[config.mk]
export PLATFORM = sky130hd
export DESIGN_NAME = accel_offset_calibrator_unit
export DESIGN_NICKNAME = d
export VERILOG_FILES = /design/src/hdl/aoc_pkg.sv /design/src/hdl/accel_offset_calibrator_unit.sv
export SDC_FILE = /design/constraint.sdc
export NUM_CORES = 1
export LEC_CHECK = 0
export ABC_AREA = 0
export BUFFER_PORTS_ARGS = -buffer_cell sky130_fd_sc_hd__buf_2
export CAP_MARGIN = 20
export CORE_MARGIN = 3
export CORE_UTILIZATION = 45
export DETAILED_ROUTE_END_ITERATION = 10
export HOLD_SLACK_MARGIN = 0.1
export PLACE_DENSITY_LB_ADDON = 0.2
export SETUP_SLACK_MARGIN = 0.3
export SLEW_MARGIN = 20
export SYNTH_ARGS = -nofsm -noshare
export SYNTH_HDL_FRONTEND = slang
export SYNTH_SLANG_ARGS = --single-unit
[constraint.sdc]
create_clock -name clk -period 19.3 [get_ports clk]
set_clock_uncertainty 0.2 [all_clocks]
set_input_delay 3.86 -clock clk [delete_from_list [all_inputs] [get_ports clk]]
set_output_delay 3.86 -clock clk [all_outputs]
set_load 0.01 [all_outputs]
[src/hdl/aoc_pkg.sv]
// Package: shared types and constants for the accelerometer offset calibrator.
package aoc_pkg;

  localparam int unsigned SAMPLE_W = 16;
  localparam int unsigned RANGE_W  = 5;
  localparam int unsigned ITER_W   = 13;
  localparam int unsigned ERR_W    = 15;
  localparam int unsigned DIV_W    = 23;
  localparam int unsigned DCNT_W   = 5;
  localparam int unsigned ACC_W    = DIV_W + 1;
  localparam int unsigned MUL_W    = SAMPLE_W + 1;
  localparam int unsigned PROD_W   = MUL_W + RANGE_W + 1;
  localparam int unsigned ADDR_W   = 4;
  localparam int unsigned DATA_W   = 32;

  localparam logic [DIV_W-1:0] ONE_G_NUM = DIV_W'(32768);

  localparam logic [RANGE_W-1:0] RANGE_RST = RANGE_W'(2);
  localparam logic [ITER_W-1:0]  ITER_RST  = ITER_W'(100);
  localparam logic [ERR_W-1:0]   ERR_RST   = ERR_W'(20);

  typedef enum logic [1:0] {
    REG_ACCEL_RANGE  = 2'd0,
    REG_OFFSET_RANGE = 2'd1,
    REG_MEAN_ITER    = 2'd2,
    REG_MAX_ERROR    = 2'd3
  } reg_idx_t;

  typedef enum logic [2:0] {
    STEP_ONE_G     = 3'd0,
    STEP_ONE_G_OFF = 3'd1,
    STEP_X         = 3'd2,
    STEP_Y         = 3'd3,
    STEP_Z         = 3'd4
  } step_t;

  typedef enum logic [5:0] {
    S_IDLE  = 6'b000001,
    S_LOAD  = 6'b000010,
    S_DIV   = 6'b000100,
    S_STORE = 6'b001000,
    S_ZPRE  = 6'b010000,
    S_OUT   = 6'b100000
  } state_t;

endpackage

[src/hdl/accel_offset_calibrator_unit.sv]
// Top level: accelerometer offset calibrator with a shared iterative divider.
//
// Input channel (in_valid/in_ready): one transaction is a command plus a
// three-axis sample. Command 1 restarts calibration with zero offsets and
// gives no result. Command 0 folds the sample into the per-axis halving mean.
// A sample is accepted whenever in_ready is high; samples after calibration is complete are
// dropped until a restart.
// After mean_iterations samples the block runs five divisions on one shared
// restoring divider (one quotient bit per cycle) plus load, store and setup
// states, and then presents one result on the output channel
// (out_valid/out_ready): the three offsets, per-axis status and complete.
// in_ready is low during that sequence and high otherwise.
// A result sits in the output register until taken; new samples are still
// accepted meanwhile, and a sequence that finishes while the previous result
// is stalled holds until the output register frees.
// Reset (rst_n, synchronous) clears offsets, means, count and the complete
// flag and loads the register defaults: ranges 2 g, 100 samples, error 20.
// Registers sit on an APB port at byte addresses 0, 4, 8 and 12.
module accel_offset_calibrator_unit (
  input  logic                                 clk,
  input  logic                                 rst_n,
  input  logic                                 in_valid,
  output logic                                 in_ready,
  input  logic                                 in_command,
  input  logic signed [aoc_pkg::SAMPLE_W-1:0]  in_accel_x,
  input  logic signed [aoc_pkg::SAMPLE_W-1:0]  in_accel_y,
  input  logic signed [aoc_pkg::SAMPLE_W-1:0]  in_accel_z,
  output logic                                 out_valid,
  input  logic                                 out_ready,
  output logic signed [aoc_pkg::SAMPLE_W-1:0]  out_offset_x,
  output logic signed [aoc_pkg::SAMPLE_W-1:0]  out_offset_y,
  output logic signed [aoc_pkg::SAMPLE_W-1:0]  out_offset_z,
  output logic [2:0]                           out_axes_ok,
  output logic                                 out_complete,
  input  logic                                 psel,
  input  logic                                 penable,
  input  logic                                 pwrite,
  input  logic [aoc_pkg::ADDR_W-1:0]           paddr,
  input  logic [aoc_pkg::DATA_W-1:0]           pwdata,
  output logic [aoc_pkg::DATA_W-1:0]           prdata,
  output logic                                 pready
);
  import aoc_pkg::*;

  logic [RANGE_W-1:0] accel_range_r, offset_range_r;
  logic [ITER_W-1:0]  mean_iter_r;
  logic [ERR_W-1:0]   max_error_r;

  state_t state_r, state_nxt;
  step_t  step_r, step_nxt;

  logic signed [SAMPLE_W-1:0] mean_x_r, mean_y_r, mean_z_r;
  logic signed [SAMPLE_W-1:0] mean_x_nxt, mean_y_nxt, mean_z_nxt;
  logic [ITER_W-1:0]          count_r, count_nxt;
  logic signed [SAMPLE_W-1:0] offs_x_r, offs_y_r, offs_z_r;
  logic signed [SAMPLE_W-1:0] offs_x_nxt, offs_y_nxt, offs_z_nxt;
  logic                       finished_r, finished_nxt;
  logic [2:0]                 ok_r, ok_nxt;
  logic [SAMPLE_W-1:0]        one_g_r, one_g_nxt, one_g_off_r, one_g_off_nxt;
  logic signed [ACC_W-1:0]    acc_r, acc_nxt;

  logic [DIV_W-1:0]   quo_r, quo_nxt;
  logic [RANGE_W-1:0] rem_r, rem_nxt;
  logic [RANGE_W-1:0] dvsr_r, dvsr_nxt;
  logic               neg_r, neg_nxt;
  logic [DCNT_W-1:0]  dcnt_r, dcnt_nxt;

  logic                        out_valid_r, out_valid_nxt;
  logic signed [SAMPLE_W-1:0]  out_x_r, out_y_r, out_z_r;
  logic signed [SAMPLE_W-1:0]  out_x_nxt, out_y_nxt, out_z_nxt;
  logic [2:0]                  out_ok_r, out_ok_nxt;

  logic [RANGE_W-1:0] r_eff, o_eff;
  logic [ITER_W-1:0]  iter_eff;
  logic               cfg_wr, in_acc;

  logic signed [MUL_W-1:0]    mul_a;
  logic [RANGE_W-1:0]         mul_b;
  logic signed [PROD_W-1:0]   prod;
  logic signed [ACC_W-1:0]    dividend;
  logic [DIV_W-1:0]           div_mag;
  logic [RANGE_W:0]           trial;
  logic                       trial_ge;
  logic signed [ACC_W-1:0]    quo_s;
  logic signed [MUL_W-1:0]    sum_x, sum_y, sum_z;
  logic signed [MUL_W-1:0]    half_x, half_y, half_z;
  logic [ITER_W-1:0]          count_inc;
  logic [MUL_W-1:0]           abs_x, abs_y;
  logic signed [MUL_W:0]      dz;
  logic [MUL_W:0]             abs_z;

  assign r_eff    = (accel_range_r == '0) ? RANGE_W'(1) : accel_range_r;
  assign o_eff    = (offset_range_r == '0) ? RANGE_W'(1) : offset_range_r;
  assign iter_eff = (mean_iter_r == '0) ? ITER_W'(1) : mean_iter_r;

  assign pready   = 1'b1;
  assign cfg_wr   = psel && penable && pwrite;
  assign in_ready = (state_r == S_IDLE);
  assign in_acc   = in_valid && in_ready;

  always_comb begin
    case (reg_idx_t'(paddr[ADDR_W-1:2]))
      REG_ACCEL_RANGE:  prdata = DATA_W'(accel_range_r);
      REG_OFFSET_RANGE: prdata = DATA_W'(offset_range_r);
      REG_MEAN_ITER:    prdata = DATA_W'(mean_iter_r);
      REG_MAX_ERROR:    prdata = DATA_W'(max_error_r);
      default:          prdata = '0;
    endcase
  end

  always_ff @(posedge clk) begin
    if (!rst_n) begin
      accel_range_r  <= RANGE_RST;
      offset_range_r <= RANGE_RST;
      mean_iter_r    <= ITER_RST;
      max_error_r    <= ERR_RST;
    end else if (cfg_wr) begin
      case (reg_idx_t'(paddr[ADDR_W-1:2]))
        REG_ACCEL_RANGE:  accel_range_r  <= pwdata[RANGE_W-1:0];
        REG_OFFSET_RANGE: offset_range_r <= pwdata[RANGE_W-1:0];
        REG_MEAN_ITER:    mean_iter_r    <= pwdata[ITER_W-1:0];
        REG_MAX_ERROR:    max_error_r    <= pwdata[ERR_W-1:0];
        default: ;
      endcase
    end
  end

  // mean update, truncated toward zero
  assign sum_x  = MUL_W'(in_accel_x) + MUL_W'(mean_x_r);
  assign sum_y  = MUL_W'(in_accel_y) + MUL_W'(mean_y_r);
  assign sum_z  = MUL_W'(in_accel_z) + MUL_W'(mean_z_r);
  assign half_x = (sum_x + MUL_W'(sum_x[MUL_W-1])) >>> 1;
  assign half_y = (sum_y + MUL_W'(sum_y[MUL_W-1])) >>> 1;
  assign half_z = (sum_z + MUL_W'(sum_z[MUL_W-1])) >>> 1;
  assign count_inc = count_r + ITER_W'(1);

  // shared multiplier
  always_comb begin
    mul_a = MUL_W'(mean_x_r);
    mul_b = r_eff;
    if (state_r == S_ZPRE) begin
      mul_a = MUL_W'(offs_z_r) + $signed({1'b0, one_g_off_r});
      mul_b = o_eff;
    end else begin
      case (step_r)
        STEP_Y:  mul_a = MUL_W'(mean_y_r);
        STEP_Z:  mul_a = MUL_W'(mean_z_r);
        default: mul_a = MUL_W'(mean_x_r);
      endcase
    end
  end
  assign prod = mul_a * $signed({1'b0, mul_b});

  always_comb begin
    case (step_r)
      STEP_ONE_G, STEP_ONE_G_OFF: dividend = $signed({1'b0, ONE_G_NUM});
      STEP_Z:  dividend = acc_r - ACC_W'(prod);
      default: dividend = ACC_W'(prod);
    endcase
  end
  assign div_mag = dividend[ACC_W-1] ? DIV_W'(-dividend) : dividend[DIV_W-1:0];

  assign trial    = {rem_r, quo_r[DIV_W-1]};
  assign trial_ge = (trial >= {1'b0, dvsr_r});
  assign quo_s    = neg_r ? -$signed({1'b0, quo_r}) : $signed({1'b0, quo_r});

  assign abs_x = mean_x_r[SAMPLE_W-1] ? MUL_W'(-MUL_W'(mean_x_r)) : MUL_W'(mean_x_r);
  assign abs_y = mean_y_r[SAMPLE_W-1] ? MUL_W'(-MUL_W'(mean_y_r)) : MUL_W'(mean_y_r);
  assign dz    = (MUL_W+1)'(mean_z_r) - $signed({2'b00, one_g_r});
  assign abs_z = dz[MUL_W] ? (MUL_W+1)'(-dz) : dz;

  always_comb begin
    state_nxt     = state_r;
    step_nxt      = step_r;
    mean_x_nxt    = mean_x_r;
    mean_y_nxt    = mean_y_r;
    mean_z_nxt    = mean_z_r;
    count_nxt     = count_r;
    offs_x_nxt    = offs_x_r;
    offs_y_nxt    = offs_y_r;
    offs_z_nxt    = offs_z_r;
    finished_nxt  = finished_r;
    ok_nxt        = ok_r;
    one_g_nxt     = one_g_r;
    one_g_off_nxt = one_g_off_r;
    acc_nxt       = acc_r;
    quo_nxt       = quo_r;
    rem_nxt       = rem_r;
    dvsr_nxt      = dvsr_r;
    neg_nxt       = neg_r;
    dcnt_nxt      = dcnt_r;
    out_valid_nxt = out_valid_r && !out_ready;
    out_x_nxt     = out_x_r;
    out_y_nxt     = out_y_r;
    out_z_nxt     = out_z_r;
    out_ok_nxt    = out_ok_r;
    case (state_r)
      S_IDLE: begin
        if (in_acc) begin
          if (in_command) begin
            offs_x_nxt   = '0;
            offs_y_nxt   = '0;
            offs_z_nxt   = '0;
            mean_x_nxt   = '0;
            mean_y_nxt   = '0;
            mean_z_nxt   = '0;
            count_nxt    = '0;
            finished_nxt = 1'b0;
          end else if (!finished_r) begin
            mean_x_nxt = half_x[SAMPLE_W-1:0];
            mean_y_nxt = half_y[SAMPLE_W-1:0];
            mean_z_nxt = half_z[SAMPLE_W-1:0];
            count_nxt  = count_inc;
            if (count_inc >= iter_eff) begin
              state_nxt = S_LOAD;
              step_nxt  = STEP_ONE_G;
              ok_nxt    = '0;
            end
          end
        end
      end
      S_LOAD: begin
        quo_nxt  = div_mag;
        neg_nxt  = dividend[ACC_W-1];
        rem_nxt  = '0;
        dcnt_nxt = '0;
        dvsr_nxt = (step_r == STEP_ONE_G) ? r_eff : o_eff;
        state_nxt = S_DIV;
      end
      S_DIV: begin
        rem_nxt  = trial_ge ? RANGE_W'(trial - {1'b0, dvsr_r}) : trial[RANGE_W-1:0];
        quo_nxt  = {quo_r[DIV_W-2:0], trial_ge};
        dcnt_nxt = dcnt_r + DCNT_W'(1);
        if (dcnt_r == DCNT_W'(DIV_W - 1)) begin
          state_nxt = S_STORE;
        end
      end
      S_STORE: begin
        case (step_r)
          STEP_ONE_G:     one_g_nxt     = quo_r[SAMPLE_W-1:0];
          STEP_ONE_G_OFF: one_g_off_nxt = quo_r[SAMPLE_W-1:0];
          STEP_X: begin
            if (abs_x > MUL_W'(max_error_r)) begin
              offs_x_nxt = offs_x_r - quo_s[SAMPLE_W-1:0];
            end else begin
              ok_nxt[0] = 1'b1;
            end
          end
          STEP_Y: begin
            if (abs_y > MUL_W'(max_error_r)) begin
              offs_y_nxt = offs_y_r - quo_s[SAMPLE_W-1:0];
            end else begin
              ok_nxt[1] = 1'b1;
            end
          end
          STEP_Z: begin
            if (abs_z > (MUL_W+1)'(max_error_r)) begin
              offs_z_nxt = quo_s[SAMPLE_W-1:0];
            end else begin
              ok_nxt[2] = 1'b1;
            end
          end
          default: ;
        endcase
        case (step_r)
          STEP_ONE_G:     begin step_nxt = STEP_ONE_G_OFF; state_nxt = S_LOAD; end
          STEP_ONE_G_OFF: begin step_nxt = STEP_X;         state_nxt = S_LOAD; end
          STEP_X:         begin step_nxt = STEP_Y;         state_nxt = S_LOAD; end
          STEP_Y:         begin step_nxt = STEP_Z;         state_nxt = S_ZPRE; end
          default:        state_nxt = S_OUT;
        endcase
      end
      S_ZPRE: begin
        acc_nxt   = ACC_W'(prod);
        state_nxt = S_LOAD;
      end
      S_OUT: begin
        if (!out_valid_r || out_ready) begin
          out_valid_nxt = 1'b1;
          out_x_nxt     = offs_x_r;
          out_y_nxt     = offs_y_r;
          out_z_nxt     = offs_z_r;
          out_ok_nxt    = ok_r;
          mean_x_nxt    = '0;
          mean_y_nxt    = '0;
          mean_z_nxt    = '0;
          count_nxt     = '0;
          finished_nxt  = (ok_r == 3'b111);
          state_nxt     = S_IDLE;
        end
      end
      default: state_nxt = S_IDLE;
    endcase
  end

  always_ff @(posedge clk) begin
    if (!rst_n) begin
      state_r     <= S_IDLE;
      step_r      <= STEP_ONE_G;
      mean_x_r    <= '0;
      mean_y_r    <= '0;
      mean_z_r    <= '0;
      count_r     <= '0;
      offs_x_r    <= '0;
      offs_y_r    <= '0;
      offs_z_r    <= '0;
      finished_r  <= 1'b0;
      out_valid_r <= 1'b0;
    end else begin
      state_r     <= state_nxt;
      step_r      <= step_nxt;
      mean_x_r    <= mean_x_nxt;
      mean_y_r    <= mean_y_nxt;
      mean_z_r    <= mean_z_nxt;
      count_r     <= count_nxt;
      offs_x_r    <= offs_x_nxt;
      offs_y_r    <= offs_y_nxt;
      offs_z_r    <= offs_z_nxt;
      finished_r  <= finished_nxt;
      out_valid_r <= out_valid_nxt;
    end
  end

  always_ff @(posedge clk) begin
    ok_r        <= ok_nxt;
    one_g_r     <= one_g_nxt;
    one_g_off_r <= one_g_off_nxt;
    acc_r       <= acc_nxt;
    quo_r       <= quo_nxt;
    rem_r       <= rem_nxt;
    dvsr_r      <= dvsr_nxt;
    neg_r       <= neg_nxt;
    dcnt_r      <= dcnt_nxt;
    out_x_r     <= out_x_nxt;
    out_y_r     <= out_y_nxt;
    out_z_r     <= out_z_nxt;
    out_ok_r    <= out_ok_nxt;
  end

  assign out_valid    = out_valid_r;
  assign out_offset_x = out_x_r;
  assign out_offset_y = out_y_r;
  assign out_offset_z = out_z_r;
  assign out_axes_ok  = out_ok_r;
  assign out_complete = (out_ok_r == 3'b111);

  a_restart_clears: assert property (@(posedge clk) disable iff (!rst_n)
    in_valid && in_ready && in_command |=> (count_r == '0) && !finished_r)
    else $error("restart did not clear count and finished flag");

  a_busy_not_ready: assert property (@(posedge clk) disable iff (!rst_n)
    (state_r != S_IDLE) |-> !in_ready)
    else $error("input accepted during adjustment sequence");

  a_finished_drop: assert property (@(posedge clk) disable iff (!rst_n)
    in_valid && in_ready && !in_command && finished_r |=> (state_r == S_IDLE))
    else $error("sample processed while calibration complete");

  a_out_load: assert property (@(posedge clk) disable iff (!rst_n)
    (state_r == S_OUT) && (!out_valid_r || out_ready) |=>
      out_valid_r && (finished_r == (out_ok_r == 3'b111)) && (count_r == '0))
    else $error("result load inconsistent with finished flag");

endmodule

Word-level counts from Yosys, hierarchy flattened
Index checks and enable logic that the tools add are counted.
{ "totals": {"register_bits": 306, "latchBits": 0, "mem_bits_rw": 0, "romBits": 0, "in_bits": 92, "out_inout_bits": 87, "word_cells": 197, "n_memories": 0} }
{ "op_classes": {"n_addsub": 19, "multipliers": 1, "div": 0, "order_cmp": 5, "n_eq_ne": 34, "shifts": 0, "n_mux": 74, "bitwise": 0, "n_reduce_logical": 34} }
{ "op_table": {"columns": ["op", "n"], "rows": [
  ["$mux 16", 19],
  ["$pmux 16 s2", 6],
  ["$pmux 32 s4", 1],
  ["$mux 13", 5],
  ["$add 16x16->17", 3],
  ["$add 17x1->17", 3],
  ["$mux 17", 3],
  ["$pmux 24 s2", 1],
  ["$pmux 23 s2", 1],
  ["$mux 6", 6],
  ["$pmux 6 s6", 1],
  ["$gt 17x15->1", 2],
  ["$neg 16->17", 2],
  ["$pmux 17 s2", 1],
  ["$sub 16x16->16", 2],
  ["$pmux 13 s2", 1],
  ["$mux 5", 5],
  ["$ne 2x2->1 const B", 12],
  ["$sub 23x23->24", 1],
  ["$mul 17x6->23", 1],
  ["$mux 23", 1],
  ["$neg 23->23", 1],
  ["$reduce_and 7->1", 3],
  ["$pmux 5 s2", 2],
  ["other kinds (46)", 84]
]} }

Logic depth before layout (Yosys ltp)
Gate-level depths: netlist of run 1.
{ "logic_depth": {"depth_word": 9, "depth_mapped": 42, "ltp_nobuf": 41} }

Worst setup path before layout of run 1
Ideal clock, no wire load.
{ "synth_path": {"path_kind": "in2out", "start": "input port paddr[2] (netlist name)", "end": "output port prdata[0] (netlist name)", "t_arrival_ns": 4.959, "t_required_ns": 15.240, "setup_slack_ns": 10.281, "stages": 3, "path_buffers": 2, "path_cell_list": "clkbuf_1 clkbuf_1 mux4_2"} }
{ "synth_between": {"elab_chain_len": 2, "elab_cells_between_ends": 5, "cone_classes": "eq/ne (3); mux (1); reduce/logical (1)"} }
{ "synth_lines": {"columns": ["element", "line_no", "text"], "rows": [
  ["start, declared", "accel_offset_calibrator_unit.sv:38", "input logic [aoc_pkg::ADDR_W-1:0] paddr,"],
  ["$eq 2x2->1 (tied with other cells)", "accel_offset_calibrator_unit.sv:102", "case (reg_idx_t'(paddr[ADDR_W-1:2]))"],
  ["$pmux 32 s4 *", "accel_offset_calibrator_unit.sv:102", null],
  ["end, declared", "accel_offset_calibrator_unit.sv:40", "output logic [aoc_pkg::DATA_W-1:0] prdata,"]
]} }
Every way passes the cells marked *; elsewhere a longest branch is shown, timed or not. The select of a mux whose other input is x is not followed.

Final worst setup path of run 1
{ "layout_path": {"start": "register offs_z_r[1]", "end": "register quo_r[22] (data pin)"} }
{ "layout_between": {"elab_chain_len": 8} }
{ "layout_lines": {"columns": ["element", "line_no", "text"], "rows": [
  ["start, declared", "accel_offset_calibrator_unit.sv:55", "logic signed [SAMPLE_W-1:0] offs_x_r, offs_y_r, offs_z_r;"],
  ["start signal, assigned", "accel_offset_calibrator_unit.sv:318", "offs_z_r <= offs_z_nxt;"],
  ["$add 16x17->17 *", "accel_offset_calibrator_unit.sv:142", "mul_a = MUL_W'(offs_z_r) + $signed({1'b0, one_g_off_r});"],
  ["$mux 17 *", "accel_offset_calibrator_unit.sv:141", "if (state_r == S_ZPRE) begin"],
  ["$mul 17x6->23 *", "accel_offset_calibrator_unit.sv:152", "assign prod = mul_a * $signed({1'b0, mul_b});"],
  ["named net prod[14]", "accel_offset_calibrator_unit.sv:79", "logic signed [PROD_W-1:0] prod;"],
  ["$sub 23x23->24", "accel_offset_calibrator_unit.sv:157", "STEP_Z: dividend = acc_r - ACC_W'(prod);"],
  ["$pmux 24 s2 *", "accel_offset_calibrator_unit.sv:155", "case (step_r)"],
  ["$neg 23->23", "accel_offset_calibrator_unit.sv:161", "assign div_mag = dividend[ACC_W-1] ? DIV_W'(-dividend) : dividend[DIV_W-1:0];"],
  ["$mux 23 *", "accel_offset_calibrator_unit.sv:161", null],
  ["$pmux 23 s2 *", "accel_offset_calibrator_unit.sv:197", "case (state_r)"],
  ["named net quo_nxt[22]", "accel_offset_calibrator_unit.sv:62", "logic [DIV_W-1:0] quo_r, quo_nxt;"],
  ["end signal, assigned", "accel_offset_calibrator_unit.sv:329", "quo_r <= quo_nxt;"],
  ["end, declared", "accel_offset_calibrator_unit.sv:62", null]
]} }
Mark *: on every way through the listed nets, which the timed path passes. The rest lies on a longest branch.
A chain may end at the register's enable or synchronous reset.

==> results of run 1 <==
-- synth_stat cells, types with 80 or more instances --
cell and number:
a21oi_1 196, clkbuf_1 80, dfxtp_1 158, edfxtp_1 148, ha_1 248, inv_1 251
nand2_1 277, nand3_1 90, nor2_1 253, o21ai_0 151, xnor2_1 138, xor2_1 91
-- placed cells by master (no fill, tap or decap), types with 63 or more instances in the layout --
cell,n
buf_2,141
nand3_1,90
nor3_1,63
inv_1,250
nor2_1,253
xnor2_1,138
a21oi_1,195
nand2_1,277
edfxtp_1,148
xor2_1,91
dfxtp_1,158
o21ai_0,151
ha_1,248
-- final cells by class --
class,count,area [um2],share of cell area
clock inverter,18,205,0.00725
tap,756,946,0.0334
timing repair buffer,166,893,0.0316
clock buffer,45,997,0.0352
inverter,253,951,0.0336
multi-input combinational,2325,16700,0.590
sequential,306,7610,0.269
-- stage by stage --
step	total power [mW]	setup WS [ns]	instances	cell area, um2	hold slack, ns
floorplan	1.01	10.28	3002	25800	0.221
global route	1.89	8.13	3869	28300	0.275
finish	1.80	8.95	3869	28300	0.270
detailed placement	1.11	9.04	3806	27100	0.253
global placement	1.10	9.22	3806	27100	0.251
CTS	1.81	8.99	3869	28300	0.267
-- routing by layer --
metal | vias to the layer above | GRT usage | part of all wire
li1 | 10767 | - | -
met1 | 10529 | 0.318 | 0.45
met2 | 625 | 0.390 | 0.46
met3 | 111 | 0.0341 | 0.062
met4 | 2 | 0.0637 | 0.026
met5 | - | 0 | 0.00018
-- critical path: cells and delay by family, from the launching register on --
family / cells / cell delay [ns]
compound gates: 17 / 4.14
fa+ha+maj: 7 / 2.84
simple gates: 8 / 1.66
xor+xnor: 2 / 0.63
flops: 1 / 0.43
buf+inv: 4 / 0.24
-- power by group through the flow --
| stage | clock network (mW) | registers, mW | logic (mW) |
|---|---|---|---|
| after global placement | 0 | 0.723 | 0.374 |
| final | 0.700 | 0.710 | 0.392 |
| after detailed placement | 0 | 0.723 | 0.385 |
| after floorplan | 0 | 0.711 | 0.301 |
| after global routing | 0.738 | 0.711 | 0.439 |
| after CTS | 0.714 | 0.709 | 0.388 |
-- how the worst max path moves through the flow --
stage / to / slack (ns) / cells after the start
3_3_place_gp: quo_r[1]$_DFFE_PP_ / 9.22 / 38
3_5_place_dp: quo_r[1]$_DFFE_PP_ / 9.04 / 38
5_1_grt: quo_r[22]$_DFFE_PP_ / 8.13 / 38
4_1_cts: quo_r[1]$_DFFE_PP_ / 8.99 / 38
6_report: quo_r[22]$_DFFE_PP_ / 8.95 / 38
2_1_floorplan: prdata[0] / 10.28 / 3
-- logic make-up (layout without fill, tap and decap cells) --
kind of cell,Yosys count,count (layout),share of synthesized area
simple gates,999,999,0.189
compound gates,696,696,0.177
buf+inv,371,482,0.0593
fa+ha+maj,310,310,0.168
flops,306,306,0.296
xor+xnor,230,230,0.0786
mux,72,72,0.0312
other cells,2,18,0.000292
==> results.py, run 1 <==
metrics = {
    "logic_synthesis": {
        "ys_seq_elements": 306,
        "synth_top_area_share": 0.173,
        "syn_inst": 2986,
        "synth_cell_type_count": 104,
        "synth-seq-area-share": 0.296,
        "synth_edf_count": 148,
        "async_reset_ff_frac": 0,
        "synthTopCellsByArea": "edfxtp_1 (17%), dfxtp_1 (12%), ha_1 (12%)",
        "synth_ff_type": "dfxtp_1",
        "synth.avg_cell_area_um2": 8.62,
        "synth_top_area_cell": "edfxtp_1",
        "yosys_warnings": 0,
        "mappedNetlistArea_mm2": 0.0257,
    },
    "floorplan": {
        "ioPinCount": 179,
        "die_height_um": 245,
        "rows": 87,
        "core_mm2": 0.0565,
        "die_w_um": 245,
        "dieArea_mm2": 0.0601,
        "initial_core_util": 0.456,
    },
    "power_and_ir_drop": {
        "p_per_area_mw_per_mm2": 63.6,
        "peakVddDrop_mv": 0.0480,
        "seqPwrFrac": 0.394,
        "internal_power_mw": 1.27,
        "p_comb_frac": 0.217,
        "p_sw_mw": 0.536,
        "p_clk_frac": 0.389,
        "power_leakage_nw": 11.9,
        "swShare": 0.297,
    },
    "timing": {
        "fmax_mhz": 96.6,
        "worst_slew_pin_slew_ns": 1.05,
        "setup_viol": 0,
        "drv_slew": 0,
        "fin_crit_sh": 0.536,
        "setup_tns_ns": 0,
        "grt_setup_unrepaired": "false",
        "hold_viol_final": 0,
        "fin_crit_ns": 10.35,
        "slew_headroom": 0.296,
    },
    "clock_tree": {
        "post-cts-setup-buffers": 0,
        "cts-root-buf": "clkbuf_16",
        "clkTransAtPathRegs_ns": 0.06,
        "clk_latency_ns": 0.55,
        "cts-buffers-inserted": 35,
        "cts_resized": 0,
        "ctsHoldBuffers": 0,
        "cts_tree": "built",
        "cts_max_level": 2,
        "cts_sinks": 306,
        "clk_path_buf_depth": 3,
    },
    "global_route": {
        "antenna_found_initial": 2,
        "grt_pass1_wl_mm": 113,
        "first_global_vias": 21186,
        "grt_max_degree": 77,
        "overflow": 0,
        "track_usage": 0.234,
    },
    "worst_setup_path": {
        "start_kind": "flip-flop",
        "startpoint": "offs_z_r[1]$_SDFFE_PN0P_",
        "critical_path_class": "reg2reg",
        "slowest_delay_ns": 0.52,
        "timing.rr.end": "quo_r[22]$_DFFE_PP_",
        "worstSetupEndpointType": "flip-flop",
        "cp_data_required_time_ns": 19.44,
        "rrSetupSlack_ns": 8.95,
        "rr_worst_depth": 38,
        "crit_path_top_delay_cell": "fa_1",
        "reg2reg_from": "offs_z_r[1]$_SDFFE_PN0P_",
        "path_max_fanout": 17,
        "arrival_ns": 10.49,
    },
    "final_layout": {
        "final_util": 0.501,
        "fin_nets": 3488,
        "n_antenna_cell": 0,
        "drive_above_1_share": 0.101,
        "largestRegisters": "acc_r x23, quo_r x23",
        "num-fill-cells": 5313,
        "syn_to_final_growth_pct": 10.0,
    },
    "detailed_routing": {
        "ant_nets": 0,
        "routedWlPerCell_um": 18.5,
        "vias_per_cell": 5.70,
        "drt_wl_total_mm": 71.6,
        "drtIter0Drc": 1532,
        "vias": 22034,
        "dr.pass1.iters": 6,
        "drcViolationCount": 0,
    },
    "outcome": {
        "status": "complete, no violations",
    },
    "flow_run": {
        "cap_violations": 0,
    },
    "placed_design": {
        "place_congestion": 0.945,
        "dp_hpwl_mm": 56.2,
        "portBuffers": 141,
    },
    "worst_hold_path": {
        "hp-class": "reg2reg",
        "hold_start": "max_error_r[13]$_SDFFE_PN0P_",
        "hold_depth": 2,
        "hold_end": "max_error_r[13]$_SDFFE_PN0P_",
    },
}
Power figures use the tool's default switching activity.
==> run 2: changes to the inputs <==
==> constraint.sdc (replaced) <==
create_clock -name clk -period 9.39 [get_ports clk]
set_clock_uncertainty 0.2 [all_clocks]
set_input_delay 1.878 -clock clk [delete_from_list [all_inputs] [get_ports clk]]
set_output_delay 1.878 -clock clk [all_outputs]
set_load 0.01 [all_outputs]
==> results.py, run 2 (synthesized netlist as in run 1, its figures left out) <==
metrics = {
    "detailed_routing": {
        "drtIter0Drc": 1638,
        "drcViolationCount": 0,
        "vias": 22376,
        "drt_wl_total_mm": 72.9,
        "ant_nets": 0,
        "routedWlPerCell_um": 18.6,
        "dr.pass1.iters": 7,
        "vias_per_cell": 5.70,
    },
    "timing": {
        "fin_crit_ns": 8.81,
        "setup_tns_ns": 0,
        "fin_crit_sh": 0.938,
        "grt_setup_unrepaired": "false",
        "setup_viol": 0,
        "worst_slew_pin_slew_ns": 1.10,
        "slew_headroom": 0.261,
        "drv_slew": 0,
        "fmax_mhz": 114,
        "hold_viol_final": 0,
    },
    "placed_design": {
        "portBuffers": 141,
        "place_congestion": 0.928,
        "dp_hpwl_mm": 56.3,
    },
    "worst_setup_path": {
        "slowest_delay_ns": 0.53,
        "reg2reg_from": "one_g_off_r[1]$_DFFE_PP_",
        "worstSetupEndpointType": "flip-flop",
        "crit_family": "compound AO/OA/AOI/OAI gates",
        "startpoint": "one_g_off_r[1]$_DFFE_PP_",
        "crit_buf_inv": 5,
        "arrival_ns": 8.91,
        "crit_path_top_delay_cell": "fa_1",
        "path_max_fanout": 7,
        "critical_path_class": "reg2reg",
        "start_kind": "flip-flop",
        "cp_common_cell": "inv_1",
        "cp_data_required_time_ns": 9.49,
    },
    "global_route": {
        "grt_max_degree": 78,
        "first_global_vias": 21775,
        "overflow": 0,
        "grt_pass1_wl_mm": 114,
        "track_usage": 0.236,
        "antenna_found_initial": 2,
    },
    "clock_tree": {
        "cts_sinks": 306,
        "ctsHoldBuffers": 0,
        "clk_path_buf_depth": 3,
        "clkTransAtPathRegs_ns": 0.06,
        "cts_tree": "built",
        "cts_max_level": 2,
        "clk_latency_ns": 0.56,
        "cts-buffers-inserted": 36,
        "cts-root-buf": "clkbuf_16",
    },
    "floorplan": {
        "die_height_um": 245,
        "ioPinCount": 179,
        "core_mm2": 0.0565,
        "initial_core_util": 0.456,
        "die_w_um": 245,
        "dieArea_mm2": 0.0601,
        "rows": 87,
    },
    "power_and_ir_drop": {
        "peakVddDrop_mv": 0.104,
        "p_per_area_mw_per_mm2": 129,
        "finalPower_mw": 3.77,
        "power_leakage_nw": 12.3,
    },
    "outcome": {
        "status": "complete, no violations",
    },
    "final_layout": {
        "syn_to_final_growth_pct": 13.2,
        "fin_nets": 3540,
        "num-fill-cells": 5273,
        "mostFrequentLayoutCells": "nand2_1 (277), nor2_1 (252), inv_1 (249), ha_1 (238), a21oi_1 (183)",
        "largestRegisters": "acc_r x23, quo_r x23",
        "final_common_cell": "nand2_1",
        "drive_above_1_share": 0.136,
    },
    "flow_run": {
        "cap_violations": 0,
    },
    "worst_hold_path": {
        "hold_start": "ok_r[1]$_DFFE_PP_",
        "hp-class": "reg2reg",
    },
}
==> run 2: worst paths after layout <==
path / slack, ns / depth (start not counted) / end
max reg2reg: 0.58 / 37 / quo_r[21]$_DFFE_PP_
min reg2reg: 0.25 / 0 / out_axes_ok[1]$_DFFE_PP_
max: 0.58 / 37 / quo_r[21]$_DFFE_PP_
min: 0.25 / 0 / out_axes_ok[1]$_DFFE_PP_
==> run 2: final cells by class <==
type,count,area (um2),area share
Multi-Input combinational cell,2325,17100,0.587
Sequential cell,306,7610,0.261
Timing Repair Buffer,217,1300,0.0445
Clock buffer,47,1010,0.0348
Inverter,253,951,0.0326
Tap cell,756,946,0.0325
Clock inverter,18,228,0.00782
Antenna cell,2,5.00,0.000172
==> run 2: worst register-to-register path: cells and delay by family, from the launching register on <==
family,cells,cell delay [ns]
AOI/OAI and AO/OA,17,3.41
xor gates and xnor gates,2,0.36
adders and majority gates,6,2.39
buffers and inverters,5,0.42
DFF,1,0.39
and+or+nand+nor,7,1.37
==> run 2: timing repair <==
action | CTS | global route
gates cloned | 0 | 0
pin swaps | 10 | 37
endpoints found under the setup margin | 23 | 23
setup buffers | 7 | 12
gates resized for setup | 34 | 56
==> run 2: report_power, final <==
part	switching (mW)	internal (mW)
sequential	0.0482	1.41
combinational	0.487	0.345
clock	0.576	0.900
total	1.11	2.66
==> run 2: metal layers <==
layer / track usage / up-vias / wire length (um)
met5: 0 / - / 0
met4: 0.0689 / 0 / 1930
met3: 0.0352 / 118 / 4800
met2: 0.395 / 659 / 33800
met1: 0.316 / 10729 / 32400
li1: - / 10870 / -
==> run 2: per-stage QoR <==
step	worst slack, ns	util	cell area [um2]	hold WS (ns)	cells
3_3_place_gp	0.0792	0.484	27300	0.241	3837
2_1_floorplan	0.761	-	25800	0.221	3002
3_5_place_dp	-0.117	0.484	27300	0.235	3837
4_1_cts	0.314	0.509	28800	0.249	3909
5_1_grt	0.147	0.516	29100	0.263	3924
6_report	0.580	0.516	29100	0.249	3924
